`src/design/fbsm_pkg.sv`:
```
// Shared types and constants for the frame buffer slot manager.
package fbsm_pkg;

   // Number of frame buffer slots and the index width needed to address them.
   localparam int SLOT_COUNT = 3;
   localparam int SLOT_SEL_W = (SLOT_COUNT > 1) ? $clog2(SLOT_COUNT) : 1;

   // Operation codes carried by a request word.
   typedef enum logic [2:0] {
      OP_ACQUIRE   = 3'd0,
      OP_RELEASE   = 3'd1,
      OP_PUBLISH   = 3'd2,
      OP_PRESENT   = 3'd3,
      OP_RESET_ALL = 3'd4
   } op_type;

   // Life cycle of one slot.
   typedef enum logic [1:0] {
      ST_FREE    = 2'd0,
      ST_FILLING = 2'd1,
      ST_READY   = 2'd2,
      ST_FRONT   = 2'd3
   } slot_state_type;

   // One request word.
   typedef struct packed {
      logic [2:0] operation;
      logic [7:0] slot_index;
      logic       queue_accepted;
      logic       count_as_drop;
   } req_word_type;

   // One response word.
   typedef struct packed {
      logic        granted;
      logic [3:0]  granted_slot;
      logic        took_effect;
      logic        shown_valid;
      logic [3:0]  shown_slot;
      logic [31:0] drop_total;
   } rsp_word_type;

endpackage

```
`src/design/frame_buffer_slot_manager_unit.sv`:
```
// Frame buffer slot manager: slot states, front slot and dropped frame count.
// Each request word passes through the request register, then the response register.
// Throughput: one word per cycle while the response side is not stalled; the slot update is
// one pass of logic between the request register and the response register, and the state
// is written as the word moves on.
// Reset (synchronous, active high): all slots free, no front slot, drop count zero.
module frame_buffer_slot_manager_unit
   import fbsm_pkg::*;
(
   input  logic         clock,
   input  logic         reset,
   input  logic         req_valid,
   output logic         req_stall,
   input  req_word_type req_word,
   output logic         rsp_valid,
   input  logic         rsp_stall,
   output rsp_word_type rsp_word
);

   // Request register.
   logic         req_valid_ff;
   req_word_type req_word_ff;

   // Response register.
   logic         rsp_valid_ff;
   rsp_word_type rsp_word_ff;
   rsp_word_type rsp_word_in;

   // Architectural state.
   slot_state_type                  slot_states_ff [SLOT_COUNT];
   slot_state_type                  slot_states_in [SLOT_COUNT];
   logic [SLOT_SEL_W-1:0]           front_slot_ff;
   logic [SLOT_SEL_W-1:0]           front_slot_in;
   logic                            front_valid_ff;
   logic                            front_valid_in;
   logic [31:0]                     dropped_frames_ff;
   logic [31:0]                     dropped_frames_in;

   // Working signals.
   logic                  advance;
   logic                  in_range;
   logic [SLOT_SEL_W-1:0] sel;
   slot_state_type        cur_state;
   logic                  free_found;
   logic [SLOT_SEL_W-1:0] free_idx;
   logic                  any_busy;
   logic                  drop_inc;
   logic                  granted;
   logic [SLOT_SEL_W-1:0] granted_idx;
   logic                  effect;

   // The request word moves on when the response register is empty or being drained.
   assign advance   = req_valid_ff && (!rsp_valid_ff || !rsp_stall);
   assign req_stall = req_valid_ff && !advance;
   assign rsp_valid = rsp_valid_ff;
   assign rsp_word  = rsp_word_ff;

   // Lowest free slot and whether any slot is in use.
   always_comb begin
      free_found = 1'b0;
      free_idx   = '0;
      any_busy   = 1'b0;
      for (int k = SLOT_COUNT - 1; k >= 0; k--) begin
         if (slot_states_ff[k] == ST_FREE) begin
            free_found = 1'b1;
            free_idx   = SLOT_SEL_W'(k);
         end else begin
            any_busy = 1'b1;
         end
      end
   end

   // Addressed slot; its state is used only when the index is in range.
   assign in_range  = req_word_ff.slot_index < 8'(SLOT_COUNT);
   assign sel       = req_word_ff.slot_index[SLOT_SEL_W-1:0];
   assign cur_state = in_range ? slot_states_ff[sel] : ST_FREE;

   // Next state and response for the word in the request register.
   always_comb begin
      slot_states_in = slot_states_ff;
      front_slot_in  = front_slot_ff;
      front_valid_in = front_valid_ff;
      drop_inc       = 1'b0;
      granted        = 1'b0;
      granted_idx    = '0;
      effect         = 1'b0;

      unique case (req_word_ff.operation)
         OP_ACQUIRE: begin
            if (free_found) begin
               slot_states_in[free_idx] = ST_FILLING;
               granted     = 1'b1;
               granted_idx = free_idx;
               effect      = 1'b1;
            end else begin
               drop_inc = 1'b1;
            end
         end
         OP_RELEASE: begin
            if (in_range) begin
               if (cur_state == ST_FILLING) begin
                  slot_states_in[sel] = ST_FREE;
                  effect = 1'b1;
               end
               drop_inc = req_word_ff.count_as_drop;
            end
         end
         OP_PUBLISH: begin
            if (in_range) begin
               if (cur_state == ST_FILLING) begin
                  effect = 1'b1;
                  if (req_word_ff.queue_accepted) begin
                     slot_states_in[sel] = ST_READY;
                  end else begin
                     slot_states_in[sel] = ST_FREE;
                     drop_inc = 1'b1;
                  end
               end else begin
                  drop_inc = 1'b1;
               end
            end
         end
         OP_PRESENT: begin
            if (in_range && (cur_state == ST_READY || cur_state == ST_FILLING)) begin
               // The old front slot goes back to the free pool.
               if (front_valid_ff && front_slot_ff != sel) begin
                  slot_states_in[front_slot_ff] = ST_FREE;
               end
               slot_states_in[sel] = ST_FRONT;
               front_slot_in  = sel;
               front_valid_in = 1'b1;
               effect = 1'b1;
            end
         end
         OP_RESET_ALL: begin
            for (int k = 0; k < SLOT_COUNT; k++) begin
               slot_states_in[k] = ST_FREE;
            end
            front_slot_in  = '0;
            front_valid_in = 1'b0;
            effect         = any_busy;
         end
         default: begin
         end
      endcase

      dropped_frames_in = drop_inc ? dropped_frames_ff + 32'd1 : dropped_frames_ff;

      rsp_word_in.granted      = granted;
      rsp_word_in.granted_slot = 4'(granted_idx);
      rsp_word_in.took_effect  = effect;
      rsp_word_in.shown_valid  = front_valid_in;
      rsp_word_in.shown_slot   = front_valid_in ? 4'(front_slot_in) : 4'd0;
      rsp_word_in.drop_total   = dropped_frames_in;
   end

   // Request register control.
   always_ff @(posedge clock) begin
      if (reset) begin
         req_valid_ff <= 1'b0;
      end else if (!req_stall) begin
         req_valid_ff <= req_valid;
      end
   end

   // Request payload.
   always_ff @(posedge clock) begin
      if (!req_stall && req_valid) begin
         req_word_ff <= req_word;
      end
   end

   // Response register control.
   always_ff @(posedge clock) begin
      if (reset) begin
         rsp_valid_ff <= 1'b0;
      end else if (advance) begin
         rsp_valid_ff <= 1'b1;
      end else if (!rsp_stall) begin
         rsp_valid_ff <= 1'b0;
      end
   end

   // Response payload.
   always_ff @(posedge clock) begin
      if (advance) begin
         rsp_word_ff <= rsp_word_in;
      end
   end

   // Slot state, front slot and drop counter are committed as a word moves on.
   always_ff @(posedge clock) begin
      if (reset) begin
         for (int k = 0; k < SLOT_COUNT; k++) begin
            slot_states_ff[k] <= ST_FREE;
         end
         front_slot_ff     <= '0;
         front_valid_ff    <= 1'b0;
         dropped_frames_ff <= '0;
      end else if (advance) begin
         slot_states_ff    <= slot_states_in;
         front_slot_ff     <= front_slot_in;
         front_valid_ff    <= front_valid_in;
         dropped_frames_ff <= dropped_frames_in;
      end
   end

endmodule

```
`config.mk`:
```
export PLATFORM = sky130hd
export DESIGN_NAME = frame_buffer_slot_manager_unit
export DESIGN_NICKNAME = d
export VERILOG_FILES = /design/src/design/fbsm_pkg.sv /design/src/design/frame_buffer_slot_manager_unit.sv
export SDC_FILE = /design/constraint.sdc
export NUM_CORES = 1
export LEC_CHECK = 0
export BUFFER_PORTS_ARGS = -buffer_cell sky130_fd_sc_hd__buf_4
export CORE_MARGIN = 2
export CORE_UTILIZATION = 45
export DETAILED_ROUTE_END_ITERATION = 8
export GPL_TIMING_DRIVEN = 0
export HOLD_SLACK_MARGIN = 0.06
export MAX_ROUTING_LAYER = met4
export SLEW_MARGIN = 20
export SYNTH_ARGS = -nofsm -noshare
export SYNTH_HDL_FRONTEND = slang
export SYNTH_SLANG_ARGS = --single-unit
```
`constraint.sdc`:
```
create_clock -name clock -period 4 [get_ports clock]
set_input_delay 0.2 -clock clock [delete_from_list [all_inputs] [get_ports clock]]
set_output_delay 0.2 -clock clock [all_outputs]
set_load 0.01 [all_outputs]
```
==> results of run 1 <==
flip-flops by register name, summed over array words and instances (netlist names):
name / count
front_valid_ff: 1
slot_states_ff: 6
dropped_frames_ff: 32
front_slot_ff: 2
rsp_valid: 1
rsp_word: 39
req_valid_ff: 1
req_word_ff: 13
metrics by stage:
stage	worst slack [ns]	cell area [µm²]
final	0.326	5770
after global routing	0.0537	5770
after CTS	0.194	5770
after detailed placement	0.221	5430
after global placement	-0.190	5400
after floorplan	1.14	4810
logic make-up (layout without fill, tap and decap cells):
group | count (synthesis) | in the layout | share of synthesized area [%]
AO/OA/AOI/OAI | 114 | 114 | 15.1
XOR/XNOR | 32 | 32 | 5.84
adder cells (fa/ha/maj) | 2 | 2 | 0.521
buffers and inverters | 43 | 129 | 4.17
flip-flops | 95 | 95 | 50.5
multiplexers | 4 | 4 | 0.860
other | 1 | 4 | 0.0781
AND/OR/NAND/NOR | 195 | 195 | 23.0
cell type report:
| class | instances | share of cell area, % |
|---|---|---|
| Inverter | 9 | 0.607 |
| Tap cell | 136 | 2.95 |
| Multi-Input combinational cell | 351 | 38.1 |
| Timing Repair Buffer | 71 | 10.1 |
| Sequential cell | 95 | 42.0 |
| Buffer | 33 | 2.82 |
| Clock buffer | 11 | 2.45 |
| Clock inverter | 5 | 0.976 |
cells in the final DEF (no fill, tap or decap), types with 20 or more instances in the layout:
master    instances
buf_4            60
o21ai_0          25
nor2_1           30
dfxtp_1          43
edfxtp_1         52
nand3_1          22
clkbuf_1         20
a21oi_1          42
nand2_1          36
xor2_1           22
power breakdown:
part,internal (µW),switching [µW],total [µW]
Combinational,64.2,79.6,144
Sequential,1060,13.8,1070
Clock,307,351,658
Total,1430,444,1870
worst paths after layout:
kind	startpoint	endpoint	cells after the start
hold / removal	rsp_stall	rsp_valid	3
setup reg to reg	req_word_ff[3]	dropped_frames_ff[27]	14
setup / recovery	req_word_ff[3]	dropped_frames_ff[27]	14
hold reg to reg	req_valid_ff	rsp_valid	2
layer usage:
layer / part of all wire, % / GRT usage (%) / vias up / wire, µm
li1: - / - / 1986 / -
met1: 45 / 30.5 / 1957 / 5430
met2: 48 / 35.1 / 125 / 5750
met3: 5.1 / 3.33 / 13 / 615
met4: 1.4 / 7.70 / 0 / 165
met5: 0 / - / - / 0
worst reg2reg max path, delay by kind of cell, from the launching register on:
family | cells | cell delay (ns)
adder cells (fa/ha/maj) | 1 | 0.27
AND/OR/NAND/NOR | 4 | 0.55
AO/OA/AOI/OAI | 5 | 1.19
buffers and inverters | 4 | 1.14
flip-flops | 1 | 0.39
timing repair:
item / in CTS / in global routing
hold endpoints to repair: 14 / 0
resized for setup: 0 / 1
endpoints found under the setup margin: 0 / 22
setup buffers: 0 / 0
hold buffers: 14 / 0
==> flow_metrics.env, run 1 <==
export IMPL_timing_hold_ws_ns=0.0679
export IMPL_cts_tree="done"
export IMPL_timing_final_crit_share_pct=91.8
export IMPL_grt_pass1_vias=3787
export IMPL_max_stage_delay_ns=0.46
export IMPL_slowest_stage="o22ai_1"
export IMPL_place_gp_congestion=0.898
export IMPL_synth_top_cell_area_share_pct=32.5
export IMPL_die_y_um=107
export IMPL_multi_input_area_um2=2200
export IMPL_hpwl_mm=8.27
export IMPL_crit_chain="clkbuf_1, nor2b_1, clkbuf_1, nand2_1, o21ai_0, nand3_1, ha_1, and2_1, o22ai_1, a31oi_2, clkbuf_1, buf_2, o31ai_1, a21oi_1"
export IMPL_gr_total_overflow=0
export IMPL_area_growth_pct=20.2
export IMPL_synth_edf_count=52
export IMPL_diodes=0
export IMPL_clock_sinks=95
export IMPL_synth_top_cells_by_area="edfxtp_1, dfxtp_1, a21oi_1"
export IMPL_worstPathMaxFanout=10
export IMPL_cp_top_family="compound AO/OA/AOI/OAI gates"
export IMPL_cts_buffer_depth=2
export IMPL_coreArea_um2=10300
export IMPL_cp_common_cell="clkbuf_1"
export IMPL_io_pins=62
export IMPL_ctsHtreeMaxLevel=3
export IMPL_ant_nets=0
export IMPL_grt_use_total_pct=22.6
export IMPL_fin_cells=711
export IMPL_required_ns=4.25
export IMPL_clock_skew_ns=0.0147
export IMPL_root_buffer="clkbuf_8"
export IMPL_routed_via_count=4081
export IMPL_p_leak_uw=0.00205
export IMPL_clkLatencyLatePin_ns=0.39
export IMPL_ir_drop_uv=163
export IMPL_synthDistinctLibCells=63
export IMPL_drc=0
export IMPL_io_buffers=56
export IMPL_vias_per_cell=5.74
export IMPL_startpoint_type="flip-flop"
export IMPL_fillCellCount=901
export IMPL_finalWirelength_mm=12.0
export IMPL_ys_flop_type="edfxtp_1"
export IMPL_power_density_nw_per_um2=324
export IMPL_seqCellArea_um2=2420
export IMPL_slew_viol_final=0
export IMPL_first_iter_violations=224
export IMPL_final_setup_viol_count=0
export IMPL_syn_area_um2=4800
export IMPL_regToRegSetupSlack_ns=0.33
export IMPL_cts_buffers_inserted=9
export IMPL_fin_tns_setup_ns=0
export IMPL_path_clk_slew_ns=0.10
export IMPL_ys_ff_latch=95
export IMPL_grt_pass1_wl_mm=19.5
export IMPL_relSlewSlack_pct=32.4
export IMPL_hold_viol=0
export IMPL_fin_util_pct=55.9
export IMPL_worstSetupPathType="reg -> reg"
export IMPL_drive_gt1_share_pct=17.4
export IMPL_post_drt_wl_per_cell_um=16.8
export IMPL_period_needed_ns=3.67
export IMPL_yosysMostFrequentCell="edfxtp_1"
export IMPL_rsz0062_at_grt="false"
export IMPL_hold_class="in -> reg"
export IMPL_nNetsFinal=589
export IMPL_fp_row_count=37
export IMPL_status="finished, final reports clean"
export IMPL_p_total_uw=1870
export IMPL_synthTopCellsByCount="edfxtp_1, dfxtp_1, a21oi_1"
export IMPL_first_pass_iters=5
export IMPL_die_area_um2=11500
export IMPL_start_util_pct=46.5
export IMPL_antenna_found_initial=0
export IMPL_die_w_um=107
export IMPL_critical_path_buf_inv_count=4
export IMPL_max_freq_mhz=272
export IMPL_synth_avg_cell_area_um2=9.88
export IMPL_end_kind="flip-flop"
export IMPL_cp_arrival_ns=3.93
export IMPL_grt_max_degree=28
export IMPL_worst_pin_slew_ns=1.01
export IMPL_place_inst=682
export IMPL_ys_seq_area_share_pct=50.5
export IMPL_maxCapViolCount=0
export IMPL_synthCells=486
export IMPL_yosys_warnings=0
export IMPL_async_flop_share_pct=0
export IMPL_yosysTopAreaCell="edfxtp_1"
Power figures use the tool's default switching activity.
==> run 2: changes to the inputs <==
--- a/config.mk
+++ b/config.mk
@@ -7,7 +7,7 @@
 export LEC_CHECK = 0
 export BUFFER_PORTS_ARGS = -buffer_cell sky130_fd_sc_hd__buf_4
 export CORE_MARGIN = 2
-export CORE_UTILIZATION = 45
+export CORE_UTILIZATION = 35
 export DETAILED_ROUTE_END_ITERATION = 8
 export GPL_TIMING_DRIVEN = 0
 export HOLD_SLACK_MARGIN = 0.06
==> flow_metrics.env, run 2 (same netlist as run 1, synthesis figures left out) <==
export IMPL_end_kind="flip-flop"
export IMPL_cp_common_cell="clkbuf_1"
export IMPL_place_gp_congestion=0.905
export IMPL_vias_per_cell=5.28
export IMPL_grt_pass1_vias=3844
export IMPL_clock_skew_ns=0.00760
export IMPL_coreArea_um2=13300
export IMPL_seqCellArea_um2=2420
export IMPL_die_w_um=121
export IMPL_fin_cells=751
export IMPL_fin_tns_setup_ns=0
export IMPL_ctsHtreeMaxLevel=3
export IMPL_p_leak_uw=0.00209
export IMPL_switching_share_pct=22.6
export IMPL_first_pass_iters=4
export IMPL_required_ns=4.22
export IMPL_maxCapViolCount=0
export IMPL_grt_pass1_wl_mm=18.8
export IMPL_finalWirelength_mm=11.5
export IMPL_ir_drop_uv=265
export IMPL_grt_max_degree=27
export IMPL_clockPowerShare_pct=41.9
export IMPL_comb_power_share_pct=6.9
export IMPL_clock_sinks=95
export IMPL_hpwl_mm=8.16
export IMPL_seq_power_share_pct=51.2
export IMPL_max_stage_delay_ns=0.60
export IMPL_slowest_stage="a31oi_1"
export IMPL_dpl_cell_area_um2=5470
export IMPL_slew_viol_final=0
export IMPL_path_clk_slew_ns=0.07
export IMPL_final_setup_viol_count=0
export IMPL_die_area_um2=14700
export IMPL_diodes=0
export IMPL_final_cell_mix="buf_4, edfxtp_1, dfxtp_1, a21oi_1, nand2_1"
export IMPL_timing_final_crit_share_pct=90.4
export IMPL_root_buffer="clkbuf_16"
export IMPL_worstPathMaxFanout=10
export IMPL_cts_tree="done"
export IMPL_routed_via_count=3963
export IMPL_relSlewSlack_pct=32.9
export IMPL_fillCellCount=1261
export IMPL_cts_buffer_depth=2
export IMPL_ant_nets=0
export IMPL_final_area_um2=5920
export IMPL_clkLatencyLatePin_ns=0.35
export IMPL_hold_path_depth=3
export IMPL_post_drt_wl_per_cell_um=15.4
export IMPL_place_inst=722
export IMPL_max_freq_mhz=276
export IMPL_die_y_um=121
export IMPL_largest_register_ffs=39
export IMPL_layout_commonest_cell="buf_4"
export IMPL_rr_worst_depth=13
export IMPL_antenna_found_initial=0
export IMPL_drc=0
export IMPL_io_buffers=56
export IMPL_crit_chain="clkbuf_1, nor2b_1, clkbuf_1, a21oi_1, nor2_1, ha_1, and2_1, o22ai_2, a31oi_1, clkbuf_1, buf_2, xor2_1, nor2_1"
export IMPL_area_growth_pct=23.3
export IMPL_fp_row_count=42
export IMPL_gr_total_overflow=0
export IMPL_timing_hold_ws_ns=0.0752
export IMPL_multi_input_area_um2=2200
export IMPL_first_iter_violations=248
export IMPL_cts_buffers_inserted=9
export IMPL_startpoint_type="flip-flop"
export IMPL_intPower_uw=1610
export IMPL_rsz0062_at_grt="false"
export IMPL_period_needed_ns=3.62
export IMPL_power_net_switching_uw=471
export IMPL_grt_use_total_pct=16.9
export IMPL_io_pins=62
export IMPL_power_density_nw_per_um2=352
export IMPL_fin_util_pct=44.5
export IMPL_status="finished, final reports clean"
export IMPL_cp_arrival_ns=3.84
export IMPL_hold_viol=0
export IMPL_start_util_pct=36.1
export IMPL_drive_gt1_share_pct=17.6
export IMPL_nNetsFinal=589
export IMPL_hold_class="in -> reg"
export IMPL_worstSetupPathType="reg -> reg"
export IMPL_worst_pin_slew_ns=1.00
==> run 2: cell types whose count changed in the layout (fill, tap and decap cells not counted), sizes merged <==
| cell | change |
|---|---|
| clkinvlp | +2 |
| clkinv | -2 |
| dlygate4sd3 | -1 |
| inv | +2 |
| clkbuf | -1 |
==> run 2: worst paths after layout <==
kind / from / end / slack [ns]
hold reg to reg: req_valid_ff / rsp_valid / 0.49
hold / removal: req_valid / req_valid_ff / 0.08
setup / recovery: req_word_ff[2] / dropped_frames_ff[0] / 0.38
setup reg to reg: req_word_ff[2] / dropped_frames_ff[0] / 0.38
==> run 2: routing by layer <==
layer | track usage, % | vias to the layer above | share of wire, %
li1 | - | 1986 | -
met1 | 19.3 | 1858 | 44
met2 | 28.9 | 106 | 50
met3 | 4.42 | 13 | 4.3
met4 | 5.23 | 0 | 1.7
met5 | - | - | 0
==> run 2: power groups by stage <==
stage,Clock (µW),Sequential (µW),Combinational [µW]
3_5_place_dp,0,1090,133
5_1_grt,938,1070,156
3_3_place_gp,0,1090,129
2_1_floorplan,0,1100,59.4
4_1_cts,899,1070,143
6_report,872,1070,144
==> run 2: stage by stage <==
step	total power, µW	setup slack, ns
2_1_floorplan	1160	1.14
3_3_place_gp	1220	-0.140
3_5_place_dp	1220	0.300
4_1_cts	2110	0.278
5_1_grt	2160	0.0212
6_report	2080	0.383
==> run 2: timing repair <==
action / in CTS / in global routing
endpoints found under the hold margin: 13 / 0
setup endpoints to repair: 0 / 6
gates resized for setup: 0 / 1
hold buffers: 13 / 0
setup buffers: 0 / 0
==> run 2: worst max-delay path: cells and delay by family, from the launching register on <==
family | cells | cell delay (ns)
XOR/XNOR | 1 | 0.18
flip-flops | 1 | 0.34
AND/OR/NAND/NOR | 4 | 0.50
adder cells (fa/ha/maj) | 1 | 0.22
buffers and inverters | 4 | 1.42
AO/OA/AOI/OAI | 3 | 0.84
==> run 2: area by class of cell <==
| type | count | share of cell area, % |
|---|---|---|
| clock buffers | 9 | 3.80 |
| plain buffers | 34 | 2.81 |
| inverters | 9 | 0.592 |
| flip-flops and latches | 95 | 40.9 |
| well taps | 176 | 3.72 |
| clock inverters | 7 | 1.35 |
| repair buffers | 70 | 9.64 |
| multi-input cells | 351 | 37.2 |
